## src/rtl/core/opvs_pkg.sv

```systemverilog
// ----------------------------------------------------------------------------
// opvs_pkg
// Shared widths, divisor classes and decode structures for the OBD-II
// service 01 PID value scaler.
// ----------------------------------------------------------------------------
`default_nettype none

package opvs_pkg;

    localparam int unsigned FRAC_BITS_DEF = 16;
    localparam int unsigned VALUE_W       = 49;   // scaled value, two's complement
    localparam int unsigned RAW_W         = 32;
    localparam int unsigned NUM_W         = 34;   // signed numerator, shift path
    localparam int unsigned SH_W          = 4;    // power-of-two divisor shift
    localparam int unsigned N_W           = 23;   // unsigned numerator, divide path
    localparam int unsigned Q_W           = 15;   // integer quotient, divide path
    localparam int unsigned R_W           = 10;   // remainder and divisor

    // divisors that are not a power of two
    typedef enum logic [2:0] {
        DV_10,
        DV_20,
        DV_100,
        DV_200,
        DV_255,
        DV_1000
    } t_dcls;

    // odd factor of the divisor
    typedef enum logic [1:0] {
        MC_5,
        MC_25,
        MC_125,
        MC_255
    } t_mcode;

    typedef struct packed {
        logic signed [NUM_W-1:0] num;
        logic [SH_W-1:0]         sh;
        logic                    use_div;
        t_dcls                   dcls;
        logic [N_W-1:0]          n;
        logic                    sub40;
        logic [RAW_W-1:0]        raw;
        logic                    is_raw;
    } t_dec;

    typedef struct packed {
        logic [VALUE_W-1:0] direct;
        logic               use_div;
        logic               sub40;
        t_dcls              dcls;
        logic [RAW_W-1:0]   raw;
        logic               is_raw;
    } t_carry;

    // power-of-two part of the divisor
    function automatic logic [1:0] dv_k(input t_dcls c);
        logic [1:0] k;
        case (c)
            DV_10:   k = 2'd1;
            DV_20:   k = 2'd2;
            DV_100:  k = 2'd2;
            DV_200:  k = 2'd3;
            DV_255:  k = 2'd0;
            DV_1000: k = 2'd3;
            default: k = 2'd0;
        endcase
        return k;
    endfunction

    function automatic t_mcode dv_m(input t_dcls c);
        t_mcode m;
        case (c)
            DV_10:   m = MC_5;
            DV_20:   m = MC_5;
            DV_100:  m = MC_25;
            DV_200:  m = MC_25;
            DV_255:  m = MC_255;
            DV_1000: m = MC_125;
            default: m = MC_5;
        endcase
        return m;
    endfunction

    function automatic logic [R_W-1:0] dv_den(input t_dcls c);
        logic [R_W-1:0] d;
        case (c)
            DV_10:   d = R_W'(10);
            DV_20:   d = R_W'(20);
            DV_100:  d = R_W'(100);
            DV_200:  d = R_W'(200);
            DV_255:  d = R_W'(255);
            DV_1000: d = R_W'(1000);
            default: d = R_W'(10);
        endcase
        return d;
    endfunction

endpackage

`default_nettype wire

```

## src/rtl/core/opvs_decode.sv

```systemverilog
// ----------------------------------------------------------------------------
// opvs_decode
// Maps a PID and its data bytes onto a numerator, a divisor class, the raw
// word and the raw-field flag.
// ----------------------------------------------------------------------------
`default_nettype none

module opvs_decode (
    input  wire logic [7:0]      i_pid_number,
    input  wire logic [7:0]      i_byte_a,
    input  wire logic [7:0]      i_byte_b,
    input  wire logic [7:0]      i_byte_c,
    input  wire logic [7:0]      i_byte_d,
    output opvs_pkg::t_dec       o_dec
);
    import opvs_pkg::*;

    localparam logic [7:0] PID_PIDS_A       = 8'h00;
    localparam logic [7:0] PID_MON_STATUS   = 8'h01;
    localparam logic [7:0] PID_FREEZE_DTC   = 8'h02;
    localparam logic [7:0] PID_FUEL_SYS     = 8'h03;
    localparam logic [7:0] PID_ENG_LOAD     = 8'h04;
    localparam logic [7:0] PID_COOLANT_T    = 8'h05;
    localparam logic [7:0] PID_TRIM_FIRST   = 8'h06;
    localparam logic [7:0] PID_TRIM_LAST    = 8'h09;
    localparam logic [7:0] PID_FUEL_PRES    = 8'h0A;
    localparam logic [7:0] PID_MAP          = 8'h0B;
    localparam logic [7:0] PID_RPM          = 8'h0C;
    localparam logic [7:0] PID_SPEED        = 8'h0D;
    localparam logic [7:0] PID_TIMING_ADV   = 8'h0E;
    localparam logic [7:0] PID_IAT          = 8'h0F;
    localparam logic [7:0] PID_MAF          = 8'h10;
    localparam logic [7:0] PID_THROTTLE     = 8'h11;
    localparam logic [7:0] PID_SEC_AIR      = 8'h12;
    localparam logic [7:0] PID_O2_PRESENT   = 8'h13;
    localparam logic [7:0] PID_O2V_FIRST    = 8'h14;
    localparam logic [7:0] PID_O2V_LAST     = 8'h1B;
    localparam logic [7:0] PID_OBD_STD      = 8'h1C;
    localparam logic [7:0] PID_O2_PRES4     = 8'h1D;
    localparam logic [7:0] PID_AUX_INPUT    = 8'h1E;
    localparam logic [7:0] PID_RUN_TIME     = 8'h1F;
    localparam logic [7:0] PID_PIDS_B       = 8'h20;
    localparam logic [7:0] PID_DIST_MIL     = 8'h21;
    localparam logic [7:0] PID_FRP_REL      = 8'h22;
    localparam logic [7:0] PID_FRP_GAUGE    = 8'h23;
    localparam logic [7:0] PID_O2WV_FIRST   = 8'h24;
    localparam logic [7:0] PID_O2WV_LAST    = 8'h2B;
    localparam logic [7:0] PID_EGR_CMD      = 8'h2C;
    localparam logic [7:0] PID_EGR_ERR      = 8'h2D;
    localparam logic [7:0] PID_EVAP_CMD     = 8'h2E;
    localparam logic [7:0] PID_FUEL_LEVEL   = 8'h2F;
    localparam logic [7:0] PID_WARMUPS      = 8'h30;
    localparam logic [7:0] PID_DIST_CLR     = 8'h31;
    localparam logic [7:0] PID_EVAP_VP      = 8'h32;
    localparam logic [7:0] PID_BARO         = 8'h33;
    localparam logic [7:0] PID_O2WI_FIRST   = 8'h34;
    localparam logic [7:0] PID_O2WI_LAST    = 8'h3B;
    localparam logic [7:0] PID_CAT_FIRST    = 8'h3C;
    localparam logic [7:0] PID_CAT_LAST     = 8'h3F;
    localparam logic [7:0] PID_PIDS_C       = 8'h40;
    localparam logic [7:0] PID_MON_DRIVE    = 8'h41;
    localparam logic [7:0] PID_CTRL_VOLT    = 8'h42;
    localparam logic [7:0] PID_ABS_LOAD     = 8'h43;
    localparam logic [7:0] PID_CMD_LAMBDA   = 8'h44;
    localparam logic [7:0] PID_REL_THROT    = 8'h45;
    localparam logic [7:0] PID_AMB_T        = 8'h46;
    localparam logic [7:0] PID_TPS_B        = 8'h47;
    localparam logic [7:0] PID_TPS_C        = 8'h48;
    localparam logic [7:0] PID_APP_D        = 8'h49;
    localparam logic [7:0] PID_APP_E        = 8'h4A;
    localparam logic [7:0] PID_APP_F        = 8'h4B;
    localparam logic [7:0] PID_CMD_THROT    = 8'h4C;
    localparam logic [7:0] PID_TIME_MIL     = 8'h4D;
    localparam logic [7:0] PID_TIME_CLR     = 8'h4E;
    localparam logic [7:0] PID_FUEL_TYPE    = 8'h51;
    localparam logic [7:0] PID_ETHANOL      = 8'h52;
    localparam logic [7:0] PID_EVAP_ABS     = 8'h53;
    localparam logic [7:0] PID_EVAP_VP2     = 8'h54;
    localparam logic [7:0] PID_FRP_ABS      = 8'h59;
    localparam logic [7:0] PID_REL_APP      = 8'h5A;
    localparam logic [7:0] PID_HYB_BATT     = 8'h5B;
    localparam logic [7:0] PID_OIL_T        = 8'h5C;
    localparam logic [7:0] PID_INJ_TIMING   = 8'h5D;
    localparam logic [7:0] PID_FUEL_RATE    = 8'h5E;
    localparam logic [7:0] PID_EMISSION_REQ = 8'h5F;

    logic [15:0]      w_ab;
    logic [RAW_W-1:0] w_word;

    assign w_ab   = {i_byte_a, i_byte_b};
    assign w_word = {i_byte_a, i_byte_b, i_byte_c, i_byte_d};

    always_comb begin
        o_dec         = '0;
        o_dec.num     = NUM_W'(w_word);
        o_dec.dcls    = DV_10;
        o_dec.raw     = w_word;
        case (i_pid_number)
            PID_PIDS_A, PID_MON_STATUS, PID_FREEZE_DTC, PID_PIDS_B, PID_PIDS_C,
            PID_MON_DRIVE: begin
                o_dec.is_raw = 1'b1;
            end
            PID_FUEL_SYS: begin
                o_dec.num    = NUM_W'(w_ab);
                o_dec.raw    = RAW_W'(w_ab);
                o_dec.is_raw = 1'b1;
            end
            PID_RUN_TIME, PID_DIST_MIL, PID_DIST_CLR, PID_TIME_MIL, PID_TIME_CLR: begin
                o_dec.num = NUM_W'(w_ab);
            end
            PID_ENG_LOAD, PID_THROTTLE, PID_EGR_CMD, PID_EVAP_CMD, PID_FUEL_LEVEL,
            PID_REL_THROT, PID_TPS_B, PID_TPS_C, PID_APP_D, PID_APP_E, PID_APP_F,
            PID_CMD_THROT, PID_ETHANOL, PID_REL_APP, PID_HYB_BATT: begin
                o_dec.use_div = 1'b1;
                o_dec.dcls    = DV_255;
                o_dec.n       = N_W'(i_byte_a) * N_W'(100);
            end
            PID_SEC_AIR, PID_O2_PRESENT, PID_OBD_STD, PID_O2_PRES4, PID_AUX_INPUT,
            PID_FUEL_TYPE, PID_EMISSION_REQ: begin
                o_dec.num    = NUM_W'(i_byte_a);
                o_dec.raw    = RAW_W'(i_byte_a);
                o_dec.is_raw = 1'b1;
            end
            PID_MAP, PID_SPEED, PID_WARMUPS, PID_BARO: begin
                o_dec.num = NUM_W'(i_byte_a);
            end
            PID_COOLANT_T, PID_IAT, PID_AMB_T, PID_OIL_T: begin
                o_dec.num = NUM_W'(i_byte_a) - NUM_W'(40);
            end
            PID_EGR_ERR: begin
                o_dec.num = NUM_W'(i_byte_a) * NUM_W'(100) - NUM_W'(12800);
                o_dec.sh  = SH_W'(7);
            end
            PID_FUEL_PRES: begin
                o_dec.num = NUM_W'(i_byte_a) * NUM_W'(3);
            end
            PID_RPM: begin
                o_dec.num = NUM_W'(w_ab);
                o_dec.sh  = SH_W'(2);
            end
            PID_TIMING_ADV: begin
                o_dec.num = NUM_W'(i_byte_a) - NUM_W'(128);
                o_dec.sh  = SH_W'(1);
            end
            PID_MAF: begin
                o_dec.use_div = 1'b1;
                o_dec.dcls    = DV_100;
                o_dec.n       = N_W'(w_ab);
            end
            PID_FRP_REL: begin
                o_dec.use_div = 1'b1;
                o_dec.dcls    = DV_1000;
                o_dec.n       = N_W'(w_ab) * N_W'(79);
            end
            PID_FRP_GAUGE, PID_FRP_ABS: begin
                o_dec.num = NUM_W'(w_ab) * NUM_W'(10);
            end
            PID_CMD_LAMBDA: begin
                o_dec.num = NUM_W'(w_ab);
                o_dec.sh  = SH_W'(15);
            end
            PID_EVAP_VP: begin
                // two's complement pressure
                o_dec.num = NUM_W'($signed(w_ab));
                o_dec.sh  = SH_W'(2);
            end
            PID_CTRL_VOLT: begin
                o_dec.use_div = 1'b1;
                o_dec.dcls    = DV_1000;
                o_dec.n       = N_W'(w_ab);
            end
            PID_ABS_LOAD: begin
                o_dec.use_div = 1'b1;
                o_dec.dcls    = DV_255;
                o_dec.n       = N_W'(w_ab) * N_W'(100);
            end
            PID_EVAP_ABS: begin
                o_dec.use_div = 1'b1;
                o_dec.dcls    = DV_200;
                o_dec.n       = N_W'(w_ab);
            end
            PID_EVAP_VP2: begin
                o_dec.num = NUM_W'(w_ab) - NUM_W'(32767);
            end
            PID_INJ_TIMING: begin
                o_dec.num = NUM_W'(w_ab) - NUM_W'(26880);
                o_dec.sh  = SH_W'(7);
            end
            PID_FUEL_RATE: begin
                o_dec.use_div = 1'b1;
                o_dec.dcls    = DV_20;
                o_dec.n       = N_W'(w_ab);
            end
            default: begin
                if (i_pid_number >= PID_TRIM_FIRST && i_pid_number <= PID_TRIM_LAST) begin
                    o_dec.num = NUM_W'(i_byte_a) * NUM_W'(100) - NUM_W'(12800);
                    o_dec.sh  = SH_W'(7);
                end else if (i_pid_number >= PID_O2V_FIRST && i_pid_number <= PID_O2V_LAST) begin
                    o_dec.num = NUM_W'(i_byte_b) * NUM_W'(100) - NUM_W'(12800);
                    o_dec.sh  = SH_W'(7);
                end else if ((i_pid_number >= PID_O2WV_FIRST && i_pid_number <= PID_O2WV_LAST) ||
                             (i_pid_number >= PID_O2WI_FIRST && i_pid_number <= PID_O2WI_LAST)) begin
                    o_dec.num = NUM_W'(w_ab);
                    o_dec.sh  = SH_W'(15);
                end else if (i_pid_number >= PID_CAT_FIRST && i_pid_number <= PID_CAT_LAST) begin
                    // ab/10 - 40, offset applied after the divide
                    o_dec.use_div = 1'b1;
                    o_dec.dcls    = DV_10;
                    o_dec.n       = N_W'(w_ab);
                    o_dec.sub40   = 1'b1;
                end else begin
                    o_dec.is_raw = (i_pid_number > PID_EMISSION_REQ);
                end
            end
        endcase
    end

endmodule

`default_nettype wire

```

## src/rtl/core/opvs_mdiv.sv

```systemverilog
// ----------------------------------------------------------------------------
// opvs_mdiv
// Exact floor division of an unsigned word by 5, 25, 125 or 255: multiply by
// a rounded-up reciprocal into a register, then take the high bits.
// ----------------------------------------------------------------------------
`default_nettype none

module opvs_mdiv #(
    parameter int unsigned XW = opvs_pkg::N_W
) (
    input  wire logic              i_clk,
    input  wire logic              i_en,
    input  wire logic [XW-1:0]     i_x,
    input  wire opvs_pkg::t_mcode  i_m,
    output logic [XW-1:0]          o_q
);
    import opvs_pkg::*;

    localparam int unsigned RW   = XW + 1;
    localparam int unsigned PW   = 2 * XW + 1;
    localparam int unsigned S5   = XW + 3;
    localparam int unsigned S25  = XW + 5;
    localparam int unsigned S125 = XW + 7;
    localparam int unsigned S255 = XW + 8;
    // shift of XW plus ceil(log2 m) keeps the quotient exact over the whole input
    localparam logic [RW-1:0] R5   = RW'(((64'd1 << S5) + 64'd4) / 64'd5);
    localparam logic [RW-1:0] R25  = RW'(((64'd1 << S25) + 64'd24) / 64'd25);
    localparam logic [RW-1:0] R125 = RW'(((64'd1 << S125) + 64'd124) / 64'd125);
    localparam logic [RW-1:0] R255 = RW'(((64'd1 << S255) + 64'd254) / 64'd255);

    logic [RW-1:0] w_rcp;
    logic [PW-1:0] r_prod;
    t_mcode        r_m;

    always_comb begin
        case (i_m)
            MC_5:    w_rcp = R5;
            MC_25:   w_rcp = R25;
            MC_125:  w_rcp = R125;
            MC_255:  w_rcp = R255;
            default: w_rcp = '0;
        endcase
    end

    always_ff @(posedge i_clk) begin
        if (i_en) begin
            r_prod <= PW'(i_x) * PW'(w_rcp);
            r_m    <= i_m;
        end
    end

    always_comb begin
        case (r_m)
            MC_5:    o_q = XW'(r_prod >> S5);
            MC_25:   o_q = XW'(r_prod >> S25);
            MC_125:  o_q = XW'(r_prod >> S125);
            MC_255:  o_q = XW'(r_prod >> S255);
            default: o_q = '0;
        endcase
    end

endmodule

`default_nettype wire

```

## src/rtl/core/obd2_pid_value_scaler_unit.sv

```systemverilog
// ----------------------------------------------------------------------------
// obd2_pid_value_scaler_unit
// OBD-II service 01 PID decoder: engineering value in signed fixed point,
// raw word and raw-field flag for one response word per cycle, unless the output stalls.
// ----------------------------------------------------------------------------
//
//  channel | handshake                | payload
//  --------+--------------------------+-------------------------------------------
//  in      | i_in_valid / o_in_ready  | i_pid_number, i_byte_a .. i_byte_d
//  out     | o_out_valid / i_out_ready| o_value_q16, o_raw_word, o_is_raw
//
//  One word per cycle unless the output stalls; o_out_valid is registered.
//  The depth comes from the two reciprocal multipliers (integer quotient,
//  then rounded fraction), each followed by a register.
//  Reset clears only the stage valid flags.
//  A stall at the output holds the pipeline; empty stages still fill up.
// ----------------------------------------------------------------------------
`default_nettype none

module obd2_pid_value_scaler_unit #(
    parameter int unsigned FRAC_BITS = opvs_pkg::FRAC_BITS_DEF
) (
    input  wire logic                          i_clk,
    input  wire logic                          i_rst_n,
    input  wire logic                          i_in_valid,
    output logic                               o_in_ready,
    input  wire logic [7:0]                    i_pid_number,
    input  wire logic [7:0]                    i_byte_a,
    input  wire logic [7:0]                    i_byte_b,
    input  wire logic [7:0]                    i_byte_c,
    input  wire logic [7:0]                    i_byte_d,
    output logic                               o_out_valid,
    input  wire logic                          i_out_ready,
    output logic signed [opvs_pkg::VALUE_W-1:0] o_value_q16,
    output logic [opvs_pkg::RAW_W-1:0]         o_raw_word,
    output logic                               o_is_raw
);
    import opvs_pkg::*;

    localparam int unsigned DW = NUM_W + FRAC_BITS;   // shift path before rounding
    localparam int unsigned ZW = FRAC_BITS + 8;       // fraction dividend
    localparam int unsigned YW = FRAC_BITS + 12;
    localparam logic [VALUE_W-1:0] CAT_OFFSET = VALUE_W'(40);

    // enables
    logic w_en1, w_en2, w_en3, w_en4, w_en5;

    // stage 1: input register
    logic       r_s1_vld;
    logic [7:0] r_s1_pid, r_s1_a, r_s1_b, r_s1_c, r_s1_d;

    t_dec                w_dec;
    logic signed [DW-1:0] w_scaled;
    logic [DW-1:0]       w_rnd;
    t_carry              w_c1;
    logic [N_W-1:0]      w_q1;

    // stage 2: integer quotient product
    logic           r_s2_vld;
    t_carry         r_s2_c;
    logic [N_W-1:0] r_s2_n;
    logic [Q_W-1:0] w_q2;
    logic [N_W-1:0] w_qd;
    logic [R_W-1:0] w_r2;

    // stage 3: quotient and remainder
    logic           r_s3_vld;
    t_carry         r_s3_c;
    logic [Q_W-1:0] r_s3_q;
    logic [R_W-1:0] r_s3_r;
    logic [YW-1:0]  w_y;
    logic [ZW-1:0]  w_z;

    // stage 4: fraction product
    logic           r_s4_vld;
    t_carry         r_s4_c;
    logic [Q_W-1:0] r_s4_q;
    logic [ZW-1:0]  w_frac;
    logic [VALUE_W-1:0] n_value;

    // stage 5: result register
    logic               r_o_vld;
    logic [VALUE_W-1:0] r_o_value;
    logic [RAW_W-1:0]   r_o_raw;
    logic               r_o_is_raw;

    assign w_en5      = !r_o_vld  || i_out_ready;
    assign w_en4      = !r_s4_vld || w_en5;
    assign w_en3      = !r_s3_vld || w_en4;
    assign w_en2      = !r_s2_vld || w_en3;
    assign w_en1      = !r_s1_vld || w_en2;
    assign o_in_ready = w_en1;

    always_ff @(posedge i_clk) begin
        if (!i_rst_n) begin
            r_s1_vld <= 1'b0;
            r_s2_vld <= 1'b0;
            r_s3_vld <= 1'b0;
            r_s4_vld <= 1'b0;
            r_o_vld  <= 1'b0;
        end else begin
            if (w_en1) r_s1_vld <= i_in_valid;
            if (w_en2) r_s2_vld <= r_s1_vld;
            if (w_en3) r_s3_vld <= r_s2_vld;
            if (w_en4) r_s4_vld <= r_s3_vld;
            if (w_en5) r_o_vld  <= r_s4_vld;
        end
    end

    always_ff @(posedge i_clk) begin
        if (w_en1) begin
            r_s1_pid <= i_pid_number;
            r_s1_a   <= i_byte_a;
            r_s1_b   <= i_byte_b;
            r_s1_c   <= i_byte_c;
            r_s1_d   <= i_byte_d;
        end
    end

    opvs_decode u_decode (
        .i_pid_number (r_s1_pid),
        .i_byte_a     (r_s1_a),
        .i_byte_b     (r_s1_b),
        .i_byte_c     (r_s1_c),
        .i_byte_d     (r_s1_d),
        .o_dec        (w_dec)
    );

    // power-of-two divisors: round half up, then arithmetic shift
    assign w_rnd    = (w_dec.sh == '0) ? '0 : (DW'(1) << (w_dec.sh - 1'b1));
    assign w_scaled = (DW'(w_dec.num) <<< FRAC_BITS) + w_rnd;

    always_comb begin
        w_c1         = '0;
        w_c1.direct  = VALUE_W'(w_scaled >>> w_dec.sh);
        w_c1.use_div = w_dec.use_div;
        w_c1.sub40   = w_dec.sub40;
        w_c1.dcls    = w_dec.dcls;
        w_c1.raw     = w_dec.raw;
        w_c1.is_raw  = w_dec.is_raw;
    end

    opvs_mdiv #(
        .XW (N_W)
    ) u_mdiv_int (
        .i_clk (i_clk),
        .i_en  (w_en2),
        .i_x   (N_W'(w_dec.n >> dv_k(w_dec.dcls))),
        .i_m   (dv_m(w_dec.dcls)),
        .o_q   (w_q1)
    );

    always_ff @(posedge i_clk) begin
        if (w_en2) begin
            r_s2_c <= w_c1;
            r_s2_n <= w_dec.n;
        end
    end

    assign w_q2 = Q_W'(w_q1);
    assign w_qd = N_W'(w_q2) * N_W'(dv_den(r_s2_c.dcls));
    assign w_r2 = R_W'(r_s2_n - w_qd);

    always_ff @(posedge i_clk) begin
        if (w_en3) begin
            r_s3_c <= r_s2_c;
            r_s3_q <= w_q2;
            r_s3_r <= w_r2;
        end
    end

    // rounded fraction: floor((2*r*2^F + den) / (2*den)), power of two taken out first
    assign w_y = (YW'(r_s3_r) << (FRAC_BITS + 1)) + YW'(dv_den(r_s3_c.dcls));
    assign w_z = ZW'(w_y >> (3'(dv_k(r_s3_c.dcls)) + 3'd1));

    opvs_mdiv #(
        .XW (ZW)
    ) u_mdiv_frac (
        .i_clk (i_clk),
        .i_en  (w_en4),
        .i_x   (w_z),
        .i_m   (dv_m(r_s3_c.dcls)),
        .o_q   (w_frac)
    );

    always_ff @(posedge i_clk) begin
        if (w_en4) begin
            r_s4_c <= r_s3_c;
            r_s4_q <= r_s3_q;
        end
    end

    always_comb begin
        if (r_s4_c.use_div) begin
            n_value = (VALUE_W'(r_s4_q) << FRAC_BITS) + VALUE_W'(w_frac)
                    - (r_s4_c.sub40 ? (CAT_OFFSET << FRAC_BITS) : '0);
        end else begin
            n_value = r_s4_c.direct;
        end
    end

    always_ff @(posedge i_clk) begin
        if (w_en5) begin
            r_o_value  <= n_value;
            r_o_raw    <= r_s4_c.raw;
            r_o_is_raw <= r_s4_c.is_raw;
        end
    end

    assign o_out_valid = r_o_vld;
    assign o_value_q16 = $signed(r_o_value);
    assign o_raw_word  = r_o_raw;
    assign o_is_raw    = r_o_is_raw;

endmodule

`default_nettype wire
```

## config.mk

```make
export PLATFORM = sky130hd
export DESIGN_NAME = obd2_pid_value_scaler_unit
export DESIGN_NICKNAME = d
export VERILOG_FILES = /design/src/rtl/core/opvs_pkg.sv /design/src/rtl/core/opvs_decode.sv /design/src/rtl/core/opvs_mdiv.sv /design/src/rtl/core/obd2_pid_value_scaler_unit.sv
export SDC_FILE = /design/constraint.sdc
export NUM_CORES = 2
export LEC_CHECK = 0
export BUFFER_PORTS_ARGS = -buffer_cell sky130_fd_sc_hd__clkbuf_2
export CAP_MARGIN = 20
export CORE_MARGIN = 2
export CORE_UTILIZATION = 55
export CTS_BUF_LIST = sky130_fd_sc_hd__clkbuf_2 sky130_fd_sc_hd__clkbuf_4 sky130_fd_sc_hd__clkbuf_8
export DETAILED_ROUTE_END_ITERATION = 16
export HOLD_SLACK_MARGIN = 0.03
export PLACE_DENSITY = 0.75
export SLEW_MARGIN = 20
export SYNTH_ARGS = -nofsm -noshare
export SYNTH_HDL_FRONTEND = slang
export SYNTH_SLANG_ARGS = --single-unit
```

## constraint.sdc

```tcl
create_clock -name i_clk -period 14.7 [get_ports i_clk]
set_input_delay 0 -clock i_clk [delete_from_list [all_inputs] [get_ports i_clk]]
set_output_delay 0 -clock i_clk [all_outputs]
set_load 0.01 [all_outputs]
```

[After elaboration in Yosys (flattened, before gate mapping)]
Cells that the tools add are included.
Storage, ports and cells
  ROM bits: 0
  output and inout bits: 84
  bits in writable memories: 0
  input bits: 44
  register bits: 534
  memories kept: 0
  bits in latches: 0
Cells by class
  bitwise gates (word level): 0
  multipliers: 10
  shift-type cells: 4
  $lt $le $gt $ge: 11
  divide/modulo/power cells: 0
  reduce and logical (&&, ||, !) cells: 44
  muxes and demuxes: 29
  add/sub/neg operators: 13
  equal/unequal tests: 84
Operator list (number)
  $pmux 34 s11: 1
  $pmux 27 s8: 1
  $eq 8x7->1 const B: 26
  $pmux 24 s4: 2
  $mux 28: 4
  $pmux 10 s5: 2
  $pmux 25 s4: 1
  $eq 8x6->1 const B: 12
  $mux 38: 2
  $eq 8x5->1 const B: 8
  $pmux 32 s2: 1
  $reduce_or 61->1: 1
  $pmux 15 s4: 1
  $reduce_or 52->1: 1
  $add 50x50->50: 1
  $mux 50: 1
  $shl 1x4->50 const A: 1
  $sshr 50x4->49: 1
  $mul 24x25->49: 1
  $mux 49: 1
  $eq 8x4->1 const B: 6
  $mul 23x24->46: 1
  $reduce_or 44->1: 1
  $mul 8x5->13 const B: 3
  other kinds (54): 115

[Longest topological paths before layout]
  depth in word-level cells: 13
  depth in mapped cells: 49
  gate-level depth less buffers: 47

[Modules after synthesis]
From an unflattened synthesis, not the netlist that was laid out.
Second synthesis, totals
  cell total of the unflattened synthesis: 6169
  area total of the unflattened synthesis: 63897.5 µm²
Modules (own cells, without submodules)
  obd2_pid_value_scaler_unit: instances 1, area an instance 20135.6 µm², cells each 1393, sequential area each 13012.5 µm²
  opvs_mdiv (u_mdiv_frac): instances 1, area an instance 18089.8 µm², cells each 1848, sequential area each 720.7 µm²
  opvs_mdiv (u_mdiv_int): instances 1, area an instance 16833.6 µm², cells each 1733, sequential area each 690.7 µm²
  opvs_decode: instances 1, area an instance 8838.5 µm², cells each 1195, sequential area each 0.0 µm²

[Worst setup path before layout]
No wires, ideal clock.
  path type: flip-flop to flip-flop
  start: register r_s1_b[4]
  end: register u_mdiv_int.r_prod[42], data pin
  path slack: 2990 ps
  arrival time: 11451 ps
  cell stages (with the launch flop): 45
  buffers on the path: 1
  required time: 14441 ps
  cell sequence: edfxtp_1 -> clkbuf_1 -> inv_1 -> fa_1 -> inv_1 -> ha_1 -> inv_1 -> fa_1 -> fa_1 -> inv_1 -> ha_1 -> o21a_1 -> o21ai_0 -> a21oi_1 -> o21a_1 -> o21ai_1 -> a211oi_1 -> o21a_1 -> [... 9 more ...] -> fa_1 -> fa_1 -> inv_1 -> fa_1 -> inv_1 -> ha_1 -> a21o_1 -> a21o_1 -> a21o_1 -> a21o_1 -> a21oi_1 -> a21oi_1 -> or4_1 -> a21oi_2 -> o31ai_4 -> a31oi_4 -> nor4b_2 -> a211o_1
Between the ends
  word-level cells in the longest chain between the ends: 7
RTL lines
  start: declaration: line obd2_pid_value_scaler_unit.sv:50  | logic [7:0] r_s1_pid, r_s1_a, r_s1_b, r_s1_c, r_s1_d;
  start signal: assignment: line obd2_pid_value_scaler_unit.sv:114  | r_s1_b <= i_byte_b;
  branches (longest 4 deep; another with $mul 16x7->23)
  $pmux 27 s8 (*): line opvs_decode.sv:98  | case (i_pid_number)
  $shr 23x2->23 (*): line obd2_pid_value_scaler_unit.sv:148  | .i_x (N_W'(w_dec.n >> dv_k(w_dec.dcls))),
  $mul 23x24->46 (*): line opvs_mdiv.sv:47  | r_prod <= PW'(i_x) * PW'(w_rcp);
  end signal: assignment: line opvs_mdiv.sv:47
  end: declaration: line opvs_mdiv.sv:32  | logic [PW-1:0] r_prod;
Mark *: on every way between the ends.
A chain may end at the register's enable or synchronous reset.

[Final worst setup path]
  start: register r_s1_a[2]
  end: register u_mdiv_int.r_prod[42], data pin
Between the ends
  word-level cells in the longest chain between the ends: 7
RTL lines
  start: declaration: line obd2_pid_value_scaler_unit.sv:50
  start signal: assignment: line obd2_pid_value_scaler_unit.sv:113  | r_s1_a <= i_byte_a;
  branches (longest 4 deep; another with $mul 16x7->23)
  $pmux 27 s8 (*): line opvs_decode.sv:98
  $shr 23x2->23 (*): line obd2_pid_value_scaler_unit.sv:148
  $mul 23x24->46 (*): line opvs_mdiv.sv:47
Marked as above.

==> metrics <==
outcome finished, final reports clean; CTS Sinks 481; # Post-CTS Setup Buffers 0; Seq/Total Area, Yosys 24.2%; share of layout cells above drive strength 1 7.56%; Placeable Area 107,000 sq um; die area 111,000 sq um; R2R Path End u_mdiv_int.r_prod[42]; vias in the first global route 44,700; worst skew pair latency 0.71 ns; cell area after synthesis 59,500 sq um; clk_skew 0.0524 ns; CTS Buf Count 75; endpoints failing hold 0; Resize count post-CTS 0; hold path startpoint i_byte_c[3]; Tmin final 13.07 ns; Cells after Synth 5,757; cell family with most CP delay adder cells; Fin Hold WS 0.0719 ns; Post-DP Area 62,000 sq um; critical path peak fanout 16; GRT overflow 0; syn_area_per_cell 10.3 sq um; CTS clk-pin slew, worst paths 0.08 ns; gpl congestion 1.00; unique cell type count in the Yosys netlist 121; slowest CP cell edfxtp_1; Ys Warns 0; top layer in use met5; DR DRC count 0; top cells by area, synth fa_1, edfxtp_1, ha_1; max-slew violation count 0; root buffer cell clkbuf_8; IO Pins 128; worst slew pin tran 1.09 ns; pin count of the biggest net entering global routing 66; r2r startpoint r_s1_a[2]; Clock Path Buffers 3; synth cell count leaders inv_1, fa_1, ha_1; top cell type's share of synthesized area 26.3%; Via-to-Cell Ratio 5.79; Hold Path Sink r_s1_c[3]; largest area contributor in the synthesized netlist fa_1; worst path bufs/invs 6; Max Cap Violations 0; vias 43,300; initial antenna violation count 5; DIE WIDTH 333 um; slowest cell delay on critical path 0.99 ns; worst r2r path cells 42; GRT Util Overall 31.9%; # nets final 7,591; Detailed Route WL 174,000 um; number of synthesized flops with an enable pin 476; CP Launch Type register; Final setup viols 0; synthesis-to-finish area growth 7.97%; met1 WL 71,800 um; Max Freq 76.5 MHz; crit-path most repeated cell fa_1; initial DRC count 3,898; setup TNS 0 ns; Worst EP arrival 13.50 ns; Die H 333 um; Async S/R FF share, synth 0%; CTS tree built; Final Util 59.9%; Hold Crit Depth 2; number of routed nets with antenna violations 0; first-pass GRT wire length 267,000 um; R2R Setup Slk 1.63 ns; Period Utilization, post-route 88.9%; initial core utilization 55.5%; WL/cell 23.3 um; hold crit path type primary input to register; H-Tree Depth 3; Setup CP Type register to register; count leader, synth inv_1; unrepaired setup endpoints after global routing false; Critical Path Sink Type register; routed length on met2 80,700 um; Slew headroom 27.0%; met3 wire length 14,500 um; WP data required 15.14 ns; Final HPWL DP 143,000 um; Rows 120; post-route cell area 64,200 sq um; IO Port Bufs 127; Post-CTS Hold Fix Bufs 71; #FFs+latches synth 481; top_reg_cell synth edfxtp_1; First-pass DRT Iterations 6
worst reg2reg max path, delay by kind of cell (launching register included):
family          cells  cell delay (ns)
compound gates     17             3.81
fa+ha+maj          12             5.30
buf+inv             6             0.96
flops               1             0.99
mux                 1             0.32
simple gates        6             1.44
registers in the layout, indices dropped and copies added (netlist names), 20 cells and up:
register            flops
o_raw_word             32
o_value_q16            49
r_s2_c                 87
r_s3_c                 87
r_s4_c                 84
u_mdiv_frac.r_prod     22
u_mdiv_int.r_prod      20
layout make-up:
class                           count  area [sq um]
Sequential cell                   481         14400
Clock buffer                       99          1210
Tap cell                         1403          1760
Inverter                         1281          4810
Antenna cell                        2          5.00
Multi-Input combinational cell   3904         39900
Clock inverter                     35           258
Fill cell                        8995         43000
Timing Repair Buffer              271          1900
per-stage QoR:
| stage | cells | setup slack [ns] |
|---|---|---|
| 4_1_cts | 7473 | 1.78 |
| 3_5_place_dp | 7268 | 1.79 |
| 5_1_grt | 7476 | 0.986 |
| 3_3_place_gp | 7268 | 1.96 |
| 6_report | 7476 | 1.63 |
| 2_1_floorplan | 5825 | 2.99 |
worst max path at each step:
stage	from	end	slack, ns	cells past startpoint
CTS	r_s1_a[1]	u_mdiv_int.r_prod[42]	1.78	43
finish	r_s1_a[2]	u_mdiv_int.r_prod[42]	1.63	42
floorplan	r_s1_b[4]	u_mdiv_int.r_prod[42]	2.99	44
global route	r_s1_a[1]	u_mdiv_int.r_prod[45]	0.99	44
detailed placement	r_s1_a[1]	u_mdiv_int.r_prod[42]	1.79	43
global placement	r_s1_b[7]	u_mdiv_int.r_prod[42]	1.96	44
cells by family (layout without fill, tap and decap cells):
logic type,Yosys count,count (layout),synth area share (%)
other,2,72,0.0126
adders and majority gates,1533,1533,42.1
DFF,481,481,24.2
and+or+nand+nor,1130,1130,9.30
muxes,100,100,2.30
buffers and inverters,1440,1686,9.26
xor gates and xnor gates,169,169,2.50
AOI/OAI and AO/OA,902,902,10.3
layout by cell type (no fill, tap or decap), types with 17 or more instances in the layout:
cell type      count
o21bai_1          35
clkbuf_4          24
nand3_1           53
nor2b_1           53
a22oi_1           27
fa_1             780
a31oi_1           17
a211oi_1          28
mux2i_1           40
mux2_2            33
o21ai_1           17
inv_1           1271
ha_1             753
edfxtp_1         476
nand2_1          352
xor2_1            55
o21a_1            46
clkbuf_8          75
clkbuf_2         127
conb_1            70
xnor2_1          113
a21o_1           104
nand4_1           35
dlygate4sd3_1     71
mux4_2            26
a21oi_1          243
clkinv_1          20
nand2b_1          43
and2_1            92
o211ai_1          17
nor2_1           303
o22ai_1           26
nor3_1            72
o21ai_0          143
and3_1            29
a221oi_1          30
buf_4             72
per-layer routing:
layer  up-vias  GRT usage [%]
met2      1893           50.7
met1     21600           43.5
met3       356           5.76
li1      19500              -
met4         2           12.4
met5         -              0
Power is left out: the tool's default activity adds up to more than one toggle a clock period on the data nets, which glitch-free logic cannot reach.
